--- config.mk ---
export PLATFORM = sky130hd
export DESIGN_NAME = byte_ring_fifo_with_drop_policy
export DESIGN_NICKNAME = d
export VERILOG_FILES = /design/src/design/brf_pkg.sv /design/src/design/byte_ring_fifo_with_drop_policy.sv
export VERILOG_INCLUDE_DIRS = /design/src /design/src/design
export SDC_FILE = /design/constraint.sdc
export NUM_CORES = 2
export LEC_CHECK = 0
export ABC_AREA = 1
export CORE_MARGIN = 5
export CORE_UTILIZATION = 25
export CTS_CLUSTER_DIAMETER = 40
export DETAILED_ROUTE_END_ITERATION = 10
export DONT_BUFFER_PORTS = 1
export PLACE_DENSITY = 0.48
export SETUP_SLACK_MARGIN = 0.4
export SYNTH_ARGS = -nofsm -noshare
export SYNTH_HDL_FRONTEND = slang
export SYNTH_SLANG_ARGS = --single-unit
--- constraint.sdc ---
create_clock -name clock -period 34.6 [get_ports clock]
set_input_delay 6.92 -clock clock [delete_from_list [all_inputs] [get_ports clock]]
set_output_delay 6.92 -clock clock [all_outputs]
set_load 0.02 [all_outputs]
--- src/design/byte_ring_fifo_with_drop_policy_assert.svh ---
// ----------------------------------------------------------------------------
// Assertion macros for the byte ring FIFO
// Shared property forms for the concurrent checks of the top level.
// ----------------------------------------------------------------------------
`ifndef BYTE_RING_FIFO_WITH_DROP_POLICY_ASSERT_SVH
`define BYTE_RING_FIFO_WITH_DROP_POLICY_ASSERT_SVH

// The consequent must hold in the same cycle as the antecedent.
`define BRF_ASSERT_SAME(lbl, clk, rst, ante, cons) \
   lbl: assert property (@(posedge clk) disable iff (rst) (ante) |-> (cons)) \
      else $error("byte ring FIFO check failed in the same cycle");

// The consequent must hold in the cycle after the antecedent.
`define BRF_ASSERT_NEXT(lbl, clk, rst, ante, cons) \
   lbl: assert property (@(posedge clk) disable iff (rst) (ante) |=> (cons)) \
      else $error("byte ring FIFO check failed in the following cycle");

`endif

--- src/design/brf_pkg.sv ---
// ----------------------------------------------------------------------------
// Byte ring FIFO package
// Sizes, command and register codes, controller states and pointer helpers.
// ----------------------------------------------------------------------------
`timescale 1ns / 1ps

package brf_pkg;

   localparam int DEPTH    = 256;
   localparam int MAX_READ = 64;

   localparam int PTR_W    = $clog2(DEPTH);
   localparam int CNT_W    = 7;
   localparam int DATA_W   = 8;
   localparam int LEVEL_W  = 8;
   localparam int TOTAL_W  = 32;
   localparam int ADDR_W   = 3;
   localparam int CSR_W    = 32;

   typedef logic [PTR_W-1:0] ptr_type;

   typedef enum logic {
      CMD_PUSH = 1'b0,
      CMD_READ = 1'b1
   } cmd_type;

   // Word index of a configuration register (byte address divided by four).
   typedef enum logic {
      REG_DROP_OLDEST = 1'b0
   } reg_index_type;

   typedef enum logic {
      ST_IDLE,
      ST_STREAM
   } state_type;

   function automatic ptr_type ptr_advance(input ptr_type p);
      ptr_type r;
      if (p == PTR_W'(DEPTH - 1)) begin
         r = '0;
      end else begin
         r = p + 1'b1;
      end
      return r;
   endfunction

   function automatic ptr_type ptr_level(input ptr_type wr, input ptr_type rd);
      logic [PTR_W:0] diff;
      if (wr >= rd) begin
         diff = {1'b0, wr} - {1'b0, rd};
      end else begin
         diff = (PTR_W+1)'(DEPTH) - ({1'b0, rd} - {1'b0, wr});
      end
      return diff[PTR_W-1:0];
   endfunction

   function automatic logic [LEVEL_W-1:0] level_report(input ptr_type lvl);
      logic [LEVEL_W-1:0] r;
      if (32'(lvl) > 32'd255) begin
         r = '1;
      end else begin
         r = LEVEL_W'(lvl);
      end
      return r;
   endfunction

endpackage

--- src/design/byte_ring_fifo_with_drop_policy.sv ---
// ----------------------------------------------------------------------------
// Byte ring FIFO with drop policy
// Memory-based byte FIFO with overflow policy, burst reads and traffic counters.
// ----------------------------------------------------------------------------
// Timing: a push is stored at its accepting edge. An empty or zero-count read
//   presents its one result in the cycle after acceptance; a data read presents its
//   first byte after passing the registered memory read port and the result register.
// Throughput: one push per cycle while no read is streaming; a read of data bytes
//   holds the input until its last byte is loaded, longer while results stall.
// Reset: pointers, counters, drop policy and result valid clear; memory does not.
`timescale 1ns / 1ps

module byte_ring_fifo_with_drop_policy (
   input  logic                        clock,
   input  logic                        reset,
   // Input item channel
   input  logic                        req_valid,
   output logic                        req_ready,
   input  logic                        req_command,
   input  logic [brf_pkg::DATA_W-1:0]  req_push_byte,
   input  logic [brf_pkg::CNT_W-1:0]   req_read_count,
   // Result item channel
   output logic                        rsp_valid,
   input  logic                        rsp_ready,
   output logic [brf_pkg::DATA_W-1:0]  rsp_read_byte,
   output logic                        rsp_byte_valid,
   output logic                        rsp_last,
   output logic [brf_pkg::LEVEL_W-1:0] rsp_fill_level,
   output logic [brf_pkg::TOTAL_W-1:0] rsp_drop_total,
   output logic [brf_pkg::TOTAL_W-1:0] rsp_in_total,
   output logic [brf_pkg::TOTAL_W-1:0] rsp_out_total,
   // Configuration port
   input  logic                        csr_psel,
   input  logic                        csr_penable,
   input  logic                        csr_pwrite,
   input  logic [brf_pkg::ADDR_W-1:0]  csr_paddr,
   input  logic [brf_pkg::CSR_W-1:0]   csr_pwdata,
   output logic [brf_pkg::CSR_W-1:0]   csr_prdata,
   output logic                        csr_pready
);

   import brf_pkg::*;

   // The byte storage. One cell is always left empty, so the ring holds at most
   // DEPTH-1 bytes and equal pointers mean empty.
   logic [DATA_W-1:0] ring_mem [DEPTH];
   logic [DATA_W-1:0] mem_q_ff;

   state_type           state_ff, state_in;
   ptr_type             wr_ptr_ff, wr_ptr_in;
   ptr_type             rd_ptr_ff, rd_ptr_in;
   logic [TOTAL_W-1:0]  drop_cnt_ff, drop_cnt_in;
   logic [TOTAL_W-1:0]  in_cnt_ff, in_cnt_in;
   logic [TOTAL_W-1:0]  out_cnt_ff, out_cnt_in;
   logic [CNT_W-1:0]    remain_ff, remain_in;
   logic                drop_oldest_ff, drop_oldest_in;

   // Result register; it parts the result channel from the memory pipeline.
   logic                rsp_valid_ff, rsp_valid_in;
   logic [DATA_W-1:0]   rsp_byte_ff, rsp_byte_in;
   logic                rsp_bvalid_ff, rsp_bvalid_in;
   logic                rsp_last_ff, rsp_last_in;
   logic [LEVEL_W-1:0]  rsp_level_ff, rsp_level_in;
   logic [TOTAL_W-1:0]  rsp_drop_ff, rsp_drop_in;
   logic [TOTAL_W-1:0]  rsp_in_ff, rsp_in_in;
   logic [TOTAL_W-1:0]  rsp_out_ff, rsp_out_in;

   logic                out_free;
   logic                req_fire;
   logic                push_fire;
   logic                read_fire;
   ptr_type             level;
   ptr_type             wr_next;
   logic [CNT_W-1:0]    read_clamped;
   logic [CNT_W-1:0]    read_n;
   logic                mem_wr_en;
   logic                mem_rd_en;
   logic                load_data;
   logic                load_empty;
   logic                csr_write;

   // ------------------------------------------------------------------------
   // Configuration port. Registers sit on word addresses; the upper address
   // bit selects the word, the byte offset bits are ignored.
   // ------------------------------------------------------------------------
   assign csr_pready = 1'b1;
   assign csr_write  = csr_psel && csr_penable && csr_pwrite && csr_pready;

   always_comb begin
      drop_oldest_in = drop_oldest_ff;
      if (csr_write && (csr_paddr[ADDR_W-1] == REG_DROP_OLDEST)) begin
         drop_oldest_in = csr_pwdata[0];
      end
   end

   always_comb begin
      csr_prdata = '0;
      if (csr_paddr[ADDR_W-1] == REG_DROP_OLDEST) begin
         csr_prdata = {{(CSR_W-1){1'b0}}, drop_oldest_ff};
      end
   end

   // ------------------------------------------------------------------------
   // Request decode. A push needs no result slot; a read may need to place its
   // first result (the empty case) at once, so it waits for a free slot.
   // ------------------------------------------------------------------------
   assign out_free  = !rsp_valid_ff || rsp_ready;
   assign req_ready = (state_ff == ST_IDLE) &&
                      ((req_command == CMD_PUSH) || out_free);
   assign req_fire  = req_valid && req_ready;
   assign push_fire = req_fire && (req_command == CMD_PUSH);
   assign read_fire = req_fire && (req_command == CMD_READ);

   assign level   = ptr_level(wr_ptr_ff, rd_ptr_ff);
   assign wr_next = ptr_advance(wr_ptr_ff);

   // The request is clamped to the burst limit and then to what is stored.
   always_comb begin
      if (32'(req_read_count) > 32'(MAX_READ)) begin
         read_clamped = CNT_W'(MAX_READ);
      end else begin
         read_clamped = req_read_count;
      end
      if (32'(read_clamped) > 32'(level)) begin
         read_n = CNT_W'(level);
      end else begin
         read_n = read_clamped;
      end
   end

   // ------------------------------------------------------------------------
   // Next state.
   // ------------------------------------------------------------------------
   always_comb begin
      state_in = state_ff;
      unique case (state_ff)
         ST_IDLE: begin
            if (read_fire && (read_n != '0)) begin
               state_in = ST_STREAM;
            end
         end
         ST_STREAM: begin
            if (out_free && (remain_ff == '0)) begin
               state_in = ST_IDLE;
            end
         end
         default: begin
            state_in = ST_IDLE;
         end
      endcase
   end

   // ------------------------------------------------------------------------
   // Datapath control. In the idle state a push writes the memory unless it is
   // dropped; a read issues its first memory read, or loads an empty result
   // if nothing is to be read. While streaming, each cycle in which the result
   // register can take data moves the fetched byte into it and fetches the
   // next byte, so bytes flow one per cycle. The pointer and output counter
   // advance at fetch time, so they already count a byte as it is loaded.
   // ------------------------------------------------------------------------
   always_comb begin
      wr_ptr_in   = wr_ptr_ff;
      rd_ptr_in   = rd_ptr_ff;
      drop_cnt_in = drop_cnt_ff;
      in_cnt_in   = in_cnt_ff;
      out_cnt_in  = out_cnt_ff;
      remain_in   = remain_ff;
      mem_wr_en   = 1'b0;
      mem_rd_en   = 1'b0;
      load_data   = 1'b0;
      load_empty  = 1'b0;
      unique case (state_ff)
         ST_IDLE: begin
            if (push_fire) begin
               in_cnt_in = in_cnt_ff + 1'b1;
               if (wr_next == rd_ptr_ff) begin
                  // Full: count the loss, then either evict the oldest byte
                  // or drop the incoming one.
                  drop_cnt_in = drop_cnt_ff + 1'b1;
                  if (drop_oldest_ff) begin
                     rd_ptr_in = ptr_advance(rd_ptr_ff);
                     mem_wr_en = 1'b1;
                     wr_ptr_in = wr_next;
                  end
               end else begin
                  mem_wr_en = 1'b1;
                  wr_ptr_in = wr_next;
               end
            end
            if (read_fire) begin
               if (read_n == '0) begin
                  load_empty = 1'b1;
               end else begin
                  mem_rd_en  = 1'b1;
                  rd_ptr_in  = ptr_advance(rd_ptr_ff);
                  out_cnt_in = out_cnt_ff + 1'b1;
                  remain_in  = read_n - 1'b1;
               end
            end
         end
         ST_STREAM: begin
            if (out_free) begin
               load_data = 1'b1;
               if (remain_ff != '0) begin
                  mem_rd_en  = 1'b1;
                  rd_ptr_in  = ptr_advance(rd_ptr_ff);
                  out_cnt_in = out_cnt_ff + 1'b1;
                  remain_in  = remain_ff - 1'b1;
               end
            end
         end
         default: begin
            remain_in = '0;
         end
      endcase
   end

   // ------------------------------------------------------------------------
   // Result register. Level and counters are sampled before this cycle's
   // updates, which for a streamed byte already include that byte's removal.
   // ------------------------------------------------------------------------
   always_comb begin
      rsp_valid_in  = rsp_valid_ff && !rsp_ready;
      rsp_byte_in   = rsp_byte_ff;
      rsp_bvalid_in = rsp_bvalid_ff;
      rsp_last_in   = rsp_last_ff;
      rsp_level_in  = rsp_level_ff;
      rsp_drop_in   = rsp_drop_ff;
      rsp_in_in     = rsp_in_ff;
      rsp_out_in    = rsp_out_ff;
      if (load_data || load_empty) begin
         rsp_valid_in  = 1'b1;
         rsp_byte_in   = load_data ? mem_q_ff : '0;
         rsp_bvalid_in = load_data;
         rsp_last_in   = load_empty || (remain_ff == '0);
         rsp_level_in  = level_report(level);
         rsp_drop_in   = drop_cnt_ff;
         rsp_in_in     = in_cnt_ff;
         rsp_out_in    = out_cnt_ff;
      end
   end

   assign rsp_valid      = rsp_valid_ff;
   assign rsp_read_byte  = rsp_byte_ff;
   assign rsp_byte_valid = rsp_bvalid_ff;
   assign rsp_last       = rsp_last_ff;
   assign rsp_fill_level = rsp_level_ff;
   assign rsp_drop_total = rsp_drop_ff;
   assign rsp_in_total   = rsp_in_ff;
   assign rsp_out_total  = rsp_out_ff;

   // ------------------------------------------------------------------------
   // Byte memory: one write port, one registered read port. A write and a
   // read never target the same cycle, since each request is either a push
   // or a read and pushes are taken only in the idle state.
   // ------------------------------------------------------------------------
   always_ff @(posedge clock) begin
      if (mem_wr_en) begin
         ring_mem[wr_ptr_ff] <= req_push_byte;
      end
   end

   always_ff @(posedge clock) begin
      if (mem_rd_en) begin
         mem_q_ff <= ring_mem[rd_ptr_ff];
      end
   end

   // ------------------------------------------------------------------------
   // Registers.
   // ------------------------------------------------------------------------
   always_ff @(posedge clock) begin
      if (reset) begin
         state_ff       <= ST_IDLE;
         wr_ptr_ff      <= '0;
         rd_ptr_ff      <= '0;
         drop_cnt_ff    <= '0;
         in_cnt_ff      <= '0;
         out_cnt_ff     <= '0;
         remain_ff      <= '0;
         drop_oldest_ff <= 1'b0;
         rsp_valid_ff   <= 1'b0;
      end else begin
         state_ff       <= state_in;
         wr_ptr_ff      <= wr_ptr_in;
         rd_ptr_ff      <= rd_ptr_in;
         drop_cnt_ff    <= drop_cnt_in;
         in_cnt_ff      <= in_cnt_in;
         out_cnt_ff     <= out_cnt_in;
         remain_ff      <= remain_in;
         drop_oldest_ff <= drop_oldest_in;
         rsp_valid_ff   <= rsp_valid_in;
      end
   end

   always_ff @(posedge clock) begin
      rsp_byte_ff   <= rsp_byte_in;
      rsp_bvalid_ff <= rsp_bvalid_in;
      rsp_last_ff   <= rsp_last_in;
      rsp_level_ff  <= rsp_level_in;
      rsp_drop_ff   <= rsp_drop_in;
      rsp_in_ff     <= rsp_in_in;
      rsp_out_ff    <= rsp_out_in;
   end

   // ------------------------------------------------------------------------
   // Checks.
   // ------------------------------------------------------------------------
`include "byte_ring_fifo_with_drop_policy_assert.svh"

   // A stalled stream must not fetch ahead and lose a byte.
   `BRF_ASSERT_NEXT(a_stall_holds_ptr, clock, reset, (state_ff == ST_STREAM) && rsp_valid_ff && !rsp_ready, $stable(rd_ptr_ff))

   // A result without data always closes its request.
   `BRF_ASSERT_SAME(a_empty_is_last, clock, reset, rsp_valid_ff && !rsp_bvalid_ff, rsp_last_ff)

   // Every accepted push counts once toward the input total.
   `BRF_ASSERT_NEXT(a_push_counts, clock, reset, push_fire, in_cnt_ff == $past(in_cnt_ff) + 1'b1)

endmodule

==> results_dict.tcl <==
set metrics [dict create \
    status "complete, no violations" \
    powerDensity_mw_per_mm2 74.5 \
    synth_edf_count 2170 \
    crit_arrival_ps 7640 \
    setup_viol 0 \
    synthAdderAreaFrac_pct 0.331 \
    synthFlopType "edfxtp_1" \
    synth_top_family_by_area "simple AND/OR/NAND/NOR gates" \
    switchingPower_uw 2450 \
    htreeDepth 5 \
    min_to "in_cnt_ff[31]$_SDFFE_PP0P_" \
    tns_ps 0 \
    drt.antenna.violating_nets 0 \
    ctsHoldBuffers 0 \
    dieWidth_um 620 \
    initial_core_util_pct 25.0 \
    route.detailed.drc 0 \
    syn_inst 7693 \
    combPwrFrac_pct 16.7 \
    path_buf_inv 2 \
    cp_common_cell "inv_1" \
    seqCellArea_mm2 0.0676 \
    cp.required_ps 27680 \
    wl_per_cell_um 21.4 \
    fillers 37473 \
    clockPowerShare_pct 44.7 \
    power_frac_seq_pct 38.6 \
    multi_input_area_mm2 0.0226 \
    internal-power_uw 5760 \
    row_count 224 \
    finalMaxSlewViolations 0 \
    wl_um 275000 \
    synth_area_leader_cell "edfxtp_1" \
    ys_top_cells_by_area "edfxtp_1 (70%), o21ai_0 (6.3%), nor2_1 (6.0%)" \
    min_path_cells 1 \
    gp_congestion 0.802 \
    io_pins 207 \
    path_class "primary input to output port" \
    start_kind "primary input" \
    track_usage_pct 13.7 \
    drt_iter0_drc 5629 \
    r2r_end "rsp_in_total[21]$_DFFE_PP_" \
    synth_area_mm2 0.0930 \
    regToRegSetupSlack_ps 27970 \
    min_from "in_cnt_ff[31]$_SDFFE_PP0P_" \
    syn_avg_cell_area_um2 12.1 \
    p_leak_uw 0.0353 \
    overflow 0 \
    fin_nets 7696 \
    post_cts_resized 0 \
    cts_tree "yes" \
    synth_top_area_share_pct 70.1 \
    grt_max_degree 257 \
    dieHeight_um 620 \
    core_area_mm2 0.371 \
    max-slew-margin-rel_pct 19.9 \
    fin_skew_ps 64.1 \
    die_area_mm2 0.384 \
    viasPerCell 4.73 \
    final_layout_size_suffix_gt1_share_pct 9.57 \
    worstSetupEndpointType "output port" \
    cp_max_fo 3 \
    slowest_delay_ps 210 \
    worstPathCellList "nor2_1 -> inv_1 -> o21ai_0 -> inv_1" \
    port_buffers 0 \
    cts_root_buffer "clkbuf_16" \
    synthTopCellsByCount "edfxtp_1 (2170), nor2_1 (1482), o21ai_0 (1178)" \
    clk_pin_slew_ps 60 \
    final_area_mm2 0.110 \
    synth_compound_area_share_pct 11.1 \
    ff2ff_path_depth 22 \
    clock_latency_ps 880 \
    vdd.ir_drop.worst_v 0.0000427 \
    slowest_stage "o21ai_0" \
    grt_pass1_vias 59497 \
    ys_warn_count 0 \
    yosys.area_share.simple_pct 12.1 \
    drv_cap 0 \
    cts_buffer_depth 4 \
    grt_pass1_wl_um 401000 \
    synth-async-reset-ratio_pct 0 \
    place_area_mm2 0.0977 \
    synthToLayoutAreaGrowth_pct 18.5 \
    rsz0062_at_grt "no" \
    first_pass_iters 7 \
    synth_xor_xnor_area_share_pct 0.498 \
    synth.most_common_cell "edfxtp_1" \
    hpwl_um 147000 \
    pre_cts_slack_ps 20030 \
    yosysSeqAreaShare_pct 72.7 \
    worst_slew_pin_slew_ps 1200 \
    cts_buffers 364 \
    synth-seq-cells 2292 \
    hold_path_class "flip-flop to flip-flop" \
    finalHoldViolCount 0 \
    postCtsSetupBuffers 0 \
    path_delay_family "buffers and inverters" \
    cts_sinks 2292 \
    fmax_mhz 68.7 \
    post_synth_num_cell_types 57 \
    vias 60989 \
    period_share_pct 42.1 \
    p_sw_share_pct 29.9 \
    min_period_ps 14560 \
    fin_ws_ps 20040 \
    synthMuxAreaShare_pct 0 \
    antenna_found_initial 11 \
    reg2reg_from "rd_ptr_ff[1]$_SDFFE_PP0P_" \
]
sequential cells by signal (all words and copies together) (netlist names):
name	cells
rsp_fill_level	8
rsp_byte_valid	1
rsp_out_total	32
rsp_drop_total	32
state_ff	1
mem_q_ff	8
drop_oldest_ff	1
in_cnt_ff	32
ring_mem	2048
rsp_in_total	32
out_cnt_ff	32
remain_ff	7
rd_ptr_ff	8
rsp_last	1
rsp_valid	1
rsp_read_byte	8
drop_cnt_ff	32
wr_ptr_ff	8
cell type report:
class / count / area share (%)
flip-flops and latches: 2292 / 61.4
multi-input cells: 4710 / 20.5
clock buffers: 404 / 8.51
well taps: 4972 / 5.65
clock inverters: 265 / 2.79
inverters: 171 / 0.613
repair buffers: 75 / 0.590
diodes: 4 / 0.00908
per-layer routing:
| layer | GRT usage [%] | vias to the layer above | part of all wire (%) |
|---|---|---|---|
| met5 | 0 | - | 0.0084 |
| met4 | 4.66 | 4 | 3.1 |
| met3 | 2.41 | 463 | 6.4 |
| met2 | 22.2 | 2074 | 46 |
| met1 | 18.6 | 30488 | 44 |
| li1 | - | 27960 | - |
stage by stage:
stage | power (µW) | cells | hold slack, ps | util [%]
floorplan | 4090 | 7723 | 418 | -
finish | 8210 | 12893 | 464 | 29.7
global route | 8550 | 12892 | 490 | 29.7
detailed placement | 4600 | 12220 | 446 | 26.3
global placement | 4590 | 12220 | 443 | 26.3
CTS | 8290 | 12889 | 462 | 29.7
power by group through the flow:
| stage | combinational (µW) | sequential (µW) | clock [µW] |
|---|---|---|---|
| floorplan | 906 | 3190 | 0 |
| global placement | 1370 | 3230 | 0 |
| detailed placement | 1370 | 3230 | 0 |
| CTS | 1370 | 3170 | 3740 |
| global route | 1510 | 3170 | 3870 |
| finish | 1370 | 3170 | 3670 |
placed cells by master (no fill, tap or decap), types with 18 or more instances in the layout:
master | netlist | final
dfxtp_1 | 122 | 116
clkinv_2 | 0 | 35
clkinv_1 | 4 | 41
o221ai_1 | 51 | 51
nand2_1 | 716 | 709
inv_1 | 157 | 153
clkbuf_16 | 0 | 369
nand4_1 | 28 | 28
nor2_1 | 1482 | 1482
nor3_1 | 60 | 60
bufinv_16 | 0 | 43
buf_4 | 49 | 68
o21ai_0 | 1178 | 1177
nand3_1 | 360 | 352
inv_8 | 0 | 18
conb_1 | 2 | 32
o22ai_1 | 490 | 490
xor2_1 | 39 | 39
edfxtp_1 | 2170 | 2170
inv_6 | 0 | 37
clkinvlp_4 | 0 | 39
ha_1 | 23 | 23
clkinv_4 | 1 | 48
clkbuf_1 | 387 | 34
a21oi_1 | 111 | 111
kinds of logic after synthesis:
kind of cell | Yosys count
AO/OA/AOI/OAI | 1877
XOR/XNOR | 52
adder cells (fa/ha/maj) | 24
buffers and inverters | 721
flip-flops | 2292
other | 2
AND/OR/NAND/NOR | 2725
worst max-delay path by stage:
stage                      start                        to  slack (ps)  depth (start not counted)
2_1_floorplan  req_read_count[2]  rsp_byte_valid$_DFFE_PP_       17230                         19
4_1_cts                rsp_ready                 req_ready       20030                          4
5_1_grt                rsp_ready                 req_ready       19970                          4
3_5_place_dp           rsp_ready                 req_ready       20030                          4
6_report               rsp_ready                 req_ready       20040                          4
3_3_place_gp           rsp_ready                 req_ready       19980                          4
(Power assumes the default switching activity.)
